<file path="config.mk">
export PLATFORM = sky130hd
export DESIGN_NAME = text_to_integer_parser
export DESIGN_NICKNAME = d
export VERILOG_FILES = /design/src/sv/ttip_pkg.sv /design/src/sv/text_to_integer_parser.sv
export SDC_FILE = /design/constraint.sdc
export NUM_CORES = 1
export LEC_CHECK = 0
export BUFFER_PORTS_ARGS = -buffer_cell sky130_fd_sc_hd__buf_2
export CAP_MARGIN = 30
export CORE_MARGIN = 8
export CORE_UTILIZATION = 45
export CTS_BUF_LIST = sky130_fd_sc_hd__clkbuf_4
export DETAILED_ROUTE_END_ITERATION = 16
export PLACE_DENSITY = 0.59
export SYNTH_ARGS = -nofsm -noshare
export SYNTH_HDL_FRONTEND = slang
export SYNTH_SLANG_ARGS = --single-unit
</file>
<file path="constraint.sdc">
create_clock -name clk -period 8.6 [get_ports clk]
set_input_delay 0.86 -clock clk [delete_from_list [all_inputs] [get_ports clk]]
set_output_delay 0.86 -clock clk [all_outputs]
set_load 0.01 [all_outputs]
</file>
<file path="src/sv/ttip_pkg.sv">
package ttip_pkg;

    localparam int unsigned CHAR_W  = 8;
    localparam int unsigned BASE_W  = 6;
    localparam int unsigned VALUE_W = 64;
    localparam int unsigned CFG_W   = BASE_W;

    localparam logic [BASE_W-1:0] BASE_RESET = 6'd10;
    localparam logic [BASE_W-1:0] BASE_MIN   = 6'd2;
    localparam logic [BASE_W-1:0] BASE_MAX   = 6'd36;
    localparam logic [BASE_W-1:0] BASE_HEX   = 6'd16;

    localparam logic [VALUE_W-1:0] MAG_MAX_POS = 64'h7FFF_FFFF_FFFF_FFFF;
    localparam logic [VALUE_W-1:0] MAG_MAX_NEG = 64'h8000_0000_0000_0000;

    typedef enum logic {
        REG_NUMBER_BASE = 1'b0,
        REG_SIGNED_MODE = 1'b1
    } cfg_index_t;

    typedef struct packed {
        logic               ok;
        logic               neg;
        logic               sgn;
        logic [VALUE_W-1:0] mag;
    } final_t;

    localparam logic [CHAR_W-1:0] CH_SPACE = 8'h20;
    localparam logic [CHAR_W-1:0] CH_TAB   = 8'h09;
    localparam logic [CHAR_W-1:0] CH_CR    = 8'h0D;
    localparam logic [CHAR_W-1:0] CH_PLUS  = 8'h2B;
    localparam logic [CHAR_W-1:0] CH_MINUS = 8'h2D;
    localparam logic [CHAR_W-1:0] CH_0     = 8'h30;
    localparam logic [CHAR_W-1:0] CH_9     = 8'h39;
    localparam logic [CHAR_W-1:0] CH_UA    = 8'h41;
    localparam logic [CHAR_W-1:0] CH_UZ    = 8'h5A;
    localparam logic [CHAR_W-1:0] CH_LA    = 8'h61;
    localparam logic [CHAR_W-1:0] CH_LZ    = 8'h7A;
    localparam logic [CHAR_W-1:0] CH_LX    = 8'h78;
    localparam logic [CHAR_W-1:0] CH_UX    = 8'h58;

endpackage

</file>
<file path="src/sv/text_to_integer_parser.sv">
// Text-to-integer parser. Words on the input channel carry one byte of a
// string (char_code) and a flag on its final byte (is_last). The string is
// parsed in the radix held in number_base, with an optional sign and range
// check when signed_mode is set. Configuration is written through cfg_we,
// cfg_index and cfg_data; the user must do so only while no string is in
// flight, as the block itself does not enforce it. One input word is taken
// in every cycle while in_ready is high: the digit multiply-add into the
// accumulator is a combinational 64 by 6 bit product.
// Only the final byte of a string produces an output word (parse_ok and
// parsed_value). The final-check stage, which applies the signed range check
// and negation, is loaded at the edge that takes that byte, and the output
// register from it once the output register is empty or its word is taken.
// When the receiver stalls, the output register holds its word and the
// final-check stage holds one more; once both are full, in_ready stays low
// for every byte until the output word is taken.
// Reset clears the parse state, restores number_base to 10 and signed_mode
// to 0, and empties both result stages.
module text_to_integer_parser
(
    input  logic                           clk,
    input  logic                           rst_n,
    input  logic                           cfg_we,
    input  logic                           cfg_index,
    input  logic [ttip_pkg::CFG_W-1:0]     cfg_data,
    input  logic                           in_valid,
    output logic                           in_ready,
    input  logic [ttip_pkg::CHAR_W-1:0]    char_code,
    input  logic                           is_last,
    output logic                           out_valid,
    input  logic                           out_ready,
    output logic                           parse_ok,
    output logic [ttip_pkg::VALUE_W-1:0]   parsed_value
);
    import ttip_pkg::*;

    typedef enum logic [2:0] {
        PH_LEAD      = 3'd0,
        PH_AFTERSIGN = 3'd1,
        PH_ZERO      = 3'd2,
        PH_PREFIX    = 3'd3,
        PH_DIGITS    = 3'd4,
        PH_TRAIL     = 3'd5
    } phase_t;

    logic [BASE_W-1:0]  number_base_reg;
    logic               signed_mode_reg;

    phase_t             phase_reg;
    phase_t             phase_next;
    logic [VALUE_W-1:0] mag_reg;
    logic [VALUE_W-1:0] mag_next;
    logic               neg_reg;
    logic               neg_next;
    logic               err_reg;
    logic               err_next;

    logic               fin_valid_reg;
    final_t             fin_reg;
    final_t             fin_next;
    logic               out_valid_reg;
    logic               out_ok_reg;
    logic               out_ok_next;
    logic [VALUE_W-1:0] out_value_reg;
    logic [VALUE_W-1:0] out_value_next;

    logic               in_fire;
    logic               fin_move;
    logic               radix_ok;
    logic               is_space;
    logic               is_sign;
    logic               is_x;
    logic               d_ok;
    logic [BASE_W-1:0]  dval;
    logic [VALUE_W+BASE_W-1:0] prod;
    logic               ovf;

    assign fin_move  = fin_valid_reg && (!out_valid_reg || out_ready);
    assign in_ready  = !fin_valid_reg || fin_move;
    assign in_fire   = in_valid && in_ready;
    assign out_valid = out_valid_reg;
    assign parse_ok  = out_ok_reg;
    assign parsed_value = out_value_reg;

    // Character classification and digit value.
    always_comb
    begin
        radix_ok = (number_base_reg >= BASE_MIN) && (number_base_reg <= BASE_MAX);
        is_space = (char_code == CH_SPACE) || ((char_code >= CH_TAB) && (char_code <= CH_CR));
        is_sign  = (char_code == CH_PLUS) || (char_code == CH_MINUS);
        is_x     = (char_code == CH_LX) || (char_code == CH_UX);
        dval     = '0;
        d_ok     = 1'b0;
        if ((char_code >= CH_0) && (char_code <= CH_9))
        begin
            dval = BASE_W'(char_code - CH_0);
            d_ok = 1'b1;
        end
        else if ((char_code >= CH_LA) && (char_code <= CH_LZ))
        begin
            dval = BASE_W'(char_code - CH_LA + 8'd10);
            d_ok = 1'b1;
        end
        else if ((char_code >= CH_UA) && (char_code <= CH_UZ))
        begin
            dval = BASE_W'(char_code - CH_UA + 8'd10);
            d_ok = 1'b1;
        end
        d_ok = d_ok && radix_ok && (dval < number_base_reg);
        prod = (VALUE_W+BASE_W)'(mag_reg) * (VALUE_W+BASE_W)'(number_base_reg)
             + (VALUE_W+BASE_W)'(dval);
        ovf  = |prod[VALUE_W+BASE_W-1:VALUE_W];
    end

    // Parse state update for the byte on the input channel.
    always_comb
    begin
        phase_next = phase_reg;
        mag_next   = mag_reg;
        neg_next   = neg_reg;
        err_next   = err_reg || !radix_ok;
        if (!err_next)
        begin
            case (phase_reg)
                PH_LEAD, PH_AFTERSIGN:
                begin
                    if (is_space)
                    begin
                        phase_next = phase_reg;
                    end
                    else if ((phase_reg == PH_LEAD) && signed_mode_reg && is_sign)
                    begin
                        neg_next   = (char_code == CH_MINUS);
                        phase_next = PH_AFTERSIGN;
                    end
                    else if (!d_ok)
                    begin
                        err_next = 1'b1;
                    end
                    else
                    begin
                        if (ovf)
                            err_next = 1'b1;
                        else
                            mag_next = prod[VALUE_W-1:0];
                        phase_next = ((number_base_reg == BASE_HEX) && (dval == '0))
                                   ? PH_ZERO : PH_DIGITS;
                    end
                end
                PH_ZERO:
                begin
                    if (is_x)
                        phase_next = PH_PREFIX;
                    else if (is_space)
                        phase_next = PH_TRAIL;
                    else if (!d_ok)
                        err_next = 1'b1;
                    else
                    begin
                        if (ovf)
                            err_next = 1'b1;
                        else
                            mag_next = prod[VALUE_W-1:0];
                        phase_next = PH_DIGITS;
                    end
                end
                PH_PREFIX, PH_DIGITS:
                begin
                    if ((phase_reg == PH_DIGITS) && is_space)
                        phase_next = PH_TRAIL;
                    else if (!d_ok)
                        err_next = 1'b1;
                    else
                    begin
                        if (ovf)
                            err_next = 1'b1;
                        else
                            mag_next = prod[VALUE_W-1:0];
                        phase_next = PH_DIGITS;
                    end
                end
                PH_TRAIL:
                begin
                    if (!is_space)
                        err_next = 1'b1;
                end
                default:
                begin
                    err_next = 1'b1;
                end
            endcase
        end

        fin_next.ok  = !err_next && ((phase_next == PH_ZERO) || (phase_next == PH_DIGITS)
                                  || (phase_next == PH_TRAIL));
        fin_next.neg = neg_next;
        fin_next.sgn = signed_mode_reg;
        fin_next.mag = mag_next;
    end

    // Signed range check and negation of a finished string.
    always_comb
    begin
        out_ok_next    = fin_reg.ok;
        out_value_next = fin_reg.mag;
        if (fin_reg.ok && fin_reg.sgn)
        begin
            if (fin_reg.neg)
            begin
                if (fin_reg.mag > MAG_MAX_NEG)
                    out_ok_next = 1'b0;
                else
                    out_value_next = '0 - fin_reg.mag;
            end
            else if (fin_reg.mag > MAG_MAX_POS)
            begin
                out_ok_next = 1'b0;
            end
        end
        if (!out_ok_next)
            out_value_next = '0;
    end

    always_ff @(posedge clk or negedge rst_n)
    begin
        if (!rst_n)
        begin
            number_base_reg <= BASE_RESET;
            signed_mode_reg <= 1'b0;
        end
        else if (cfg_we)
        begin
            case (cfg_index_t'(cfg_index))
                REG_NUMBER_BASE: number_base_reg <= cfg_data;
                REG_SIGNED_MODE: signed_mode_reg <= cfg_data[0];
                default:         number_base_reg <= number_base_reg;
            endcase
        end
    end

    always_ff @(posedge clk or negedge rst_n)
    begin
        if (!rst_n)
        begin
            phase_reg     <= PH_LEAD;
            mag_reg       <= '0;
            neg_reg       <= 1'b0;
            err_reg       <= 1'b0;
            fin_valid_reg <= 1'b0;
            fin_reg       <= '0;
            out_valid_reg <= 1'b0;
            out_ok_reg    <= 1'b0;
            out_value_reg <= '0;
        end
        else
        begin
            if (in_fire)
            begin
                if (is_last)
                begin
                    phase_reg <= PH_LEAD;
                    mag_reg   <= '0;
                    neg_reg   <= 1'b0;
                    err_reg   <= 1'b0;
                    fin_reg   <= fin_next;
                end
                else
                begin
                    phase_reg <= phase_next;
                    mag_reg   <= mag_next;
                    neg_reg   <= neg_next;
                    err_reg   <= err_next;
                end
            end

            if (in_fire && is_last)
                fin_valid_reg <= 1'b1;
            else if (fin_move)
                fin_valid_reg <= 1'b0;

            if (fin_move)
            begin
                out_valid_reg <= 1'b1;
                out_ok_reg    <= out_ok_next;
                out_value_reg <= out_value_next;
            end
            else if (out_ready)
            begin
                out_valid_reg <= 1'b0;
            end
        end
    end

endmodule

</file>
==> metrics.md <==
| Metric | Value |
|---|---|
| Outcome | `complete, no violations` |
| Resized cells post-CTS | `0` |
| Pre-CTS WS | `a little under 1000 ps` |
| Detailed Place HPWL | `around 54 mm` |
| Rel. slew slack | `37.9%` |
| Number of synthesized flops with an enable pin | `0` |
| Static leakage | `roughly 0.013 uW` |
| RSZ-0062 raised after global routing | `false` |
| Max clock buf depth | `3` |
| Power Total | `roughly 3000 uW` |
| Synth Warn # | `0` |
| Drt drc | `0` |
| Final setup viols | `0` |
| Power per Cell Area | `about 120 mW/mm^2` |
| H-tree depth | `2` |
| Vias in the first global route | `20,300` |
| Max FFs per register | `67` |
| Prevailing post-synth register cell | `dfrtp_1` |
| DR pass1 iterations | `5` |
| Final nets | `3,199` |
| Syn-to-layout area delta | `6.76%` |
| Setup_tns | `0 ps` |
| Routed Wire Length | `67.7 mm` |
| R2R setup slack | `between 900 and 1000 ps` |
| Die height | `247 microns` |
| CTS buffer count | `52` |
| Initial cell density of the core | `a little under half` |
| Placed cell count | `between 3,000 and 4,000` |
| Yosys cell types | `89` |
| First-pass GRT wire length | `111 mm` |
| Remaining antenna violation count | `0` |
| Worst VDD drop | `about 0.000083 V` |
| Max FO, Critical Path | `30` |
| Largest net degree at the start of global routing | `93` |
| Hold_buf cts | `0` |
| Hold Slack | `between 100 and 150 ps` |
| Iter 0 DRT Violations | `roughly 1,300` |
| Synth top area cells | `dfrtp_1 (22%), fa_1 (21%), ha_1 (8.4%)` |
| Worst setup EP type | `register` |
| Worst skew pair latency | `around 720 ps` |
| Post-Syn Instances | `2,761` |
| Setup Buffers After CTS | `0` |
| Setup Crit Path Kind | `reg2reg` |
| Post-synthesis sequential area ratio | `21.9%` |
| Period Utilization, post-route | `89.2%` |
| Syn_nets | `3,194` |
| Initial antenna violation count | `2` |
| TritonCTS clock tree | `yes` |
| Req. time, crit path | `approximately 9200 ps` |
| Cell Area, Synth | `about 0.024 sq mm` |
| CP Launch Type | `register` |
| Yosys top cell area share | `~22%` |
| Max Cap Viol | `0` |
| Via count | `approximately 20,000` |
| CTS root buf | `clkbuf_4` |
| Most numerous cell in the Yosys netlist | `nand2_1` |
| Max stage delay on crit path | `approximately 760 ps` |
| Critical Path AT | `8290 ps` |
| Share of post-route cells with drive strength above 1 | `under 10%` |
| Final hold violations | `0` |
| Setup clock skew after layout | `~48 ps` |
| Syn avg cell area | `8.69 sq um` |
| Cell mode on critical path | `fa_1` |
| IO Count | `slightly below 90` |
| Slew Viols, Final | `0` |
| CP cell instances | `buf_4 -> nand2_1 -> fa_1 -> inv_1 -> fa_1 -> fa_1 -> ha_1 -> ha_1 -> nand2_1 -> nor4_1 -> nand3_1 -> a211oi_1 -> o211ai_1 -> a211oi_1 -> a211oi_4 -> and3_2 -> o21ai_4 -> buf_4 -> a22o_1` |
| Post-synthesis register bit count | `210` |
| Cell taking the most area after synthesis | `dfrtp_1` |
| Core box area | `0.0527 sq mm` |
| HP Class | `in2async` |
| GRT Total Usage | `22.4%` |
| Final setup margin | `around 930 ps` |
| Die footprint | `about 0.06 sq mm` |
| Clk slew on worst S/H paths | `about 80 ps` |
| DIE WIDTH | `~250 microns` |
| Critical-path top delay cell | `o21ai_4` |
| Worst Max-Slew Pin Slew | `~930 ps` |
| Tmin final | `7670 ps` |
| Peak Freq | `~130 MHz` |
| Commonest cells in the netlist | `nand2_1 (457), fa_1 (251), inv_1 (246)` |
| Site Rows | `84` |
| Clk sink count | `210` |
| Non-Filler Instances | `about 3,500` |
| Grt ovf | `0` |
| Final GP Congestion | `0.929` |
| Number of port buffers | `87` |
| WL per Instance | `between 15 and 20 microns` |
| Post-synth ARST share | `100%` |
| Via/cell ratio | `5.69` |
==> critical path: cells and delay by family (launching register included) <==
| kind | cells | cell delay [ps] |
|---|---|---|
| flops | 1 | 670 |
| compound gates | 6 | 2210 |
| simple gates | 5 | 1490 |
| fa+ha+maj | 5 | 2250 |
| buf+inv | 3 | 880 |
==> layout by cell type (no fill, tap or decap), types with 11 or more instances in the layout <==
cell type	instances
buf_4	17
o21a_1	12
nand3_1	40
o21bai_1	18
o21ai_0	197
and2_1	198
fa_1	251
a21oi_1	110
inv_1	246
o31ai_1	28
clkbuf_4	75
xnor2_1	44
nor2_1	104
nor3_1	26
nand2b_1	14
mux2i_1	48
xor2_1	84
buf_2	86
a22o_1	53
o211ai_1	11
dfrtp_1	206
a31oi_1	26
o21ai_1	19
clkinv_1	13
nand2_1	455
ha_1	161
a21o_1	36
and3_1	13
or3_1	20
nand4_1	23
or4_1	12
==> stage by stage <==
| stage | utilization, % | cell area [sq um] |
|---|---|---|
| 2_1_floorplan | - | 24000 |
| 3_3_place_gp | 47.2 | 24900 |
| 3_5_place_dp | 47.3 | 24900 |
| 4_1_cts | 48.6 | 25600 |
| 5_1_grt | 48.6 | 25600 |
| 6_report | 48.6 | 25600 |
==> kinds of logic (layout without fill, tap and decap cells) <==
kind of cell	Yosys count	after routing	share of synthesized area [%]
compound gates	600	600	16.2
xor+xnor	128	128	4.67
fa+ha+maj	412	412	29.4
buf+inv	405	451	6.58
flops	210	210	21.9
mux	54	54	2.29
other cells	0	2	0
simple gates	952	952	19.0
==> cell type report <==
cell class | count | area (sq um)
Tap cell | 688 | 861
Sequential cell | 210 | 5260
Antenna cell | 2 | 5.00
Clock buffer | 75 | 563
Fill cell | 5066 | 27100
Inverter | 246 | 923
Clock inverter | 20 | 115
Timing Repair Buffer | 110 | 693
Multi-Input combinational cell | 2146 | 17200
==> path summary, 6_finish.rpt <==
path	endpoint	from	depth (start not counted)
worst max register to register	mag_reg[45]	number_base_reg[4]	19
worst min-delay path	signed_mode_reg	rst_n	1
worst min register to register	parse_ok	parse_ok	2
worst max-delay path	mag_reg[45]	number_base_reg[4]	19
min in group clk	number_base_reg[1]	cfg_data[1]	3
max in group asynchronous	fin_reg[53]	rst_n	2
==> power breakdown <==
| part | total [uW] | switching [uW] | internal [uW] |
|---|---|---|---|
| registers | 1150 | 110 | 1040 |
| clock network | 863 | 428 | 435 |
| logic | 952 | 639 | 313 |
==> per-layer routing <==
metal	up-vias	global-route usage [%]	part of all wire, %
met5	-	0	0.024
met1	9815	32.4	46
met4	2	4.85	1.6
met3	81	4.97	8.6
met2	718	34.1	44
li1	9297	-	-
Note: power is estimated with default switching activity, not from simulation.
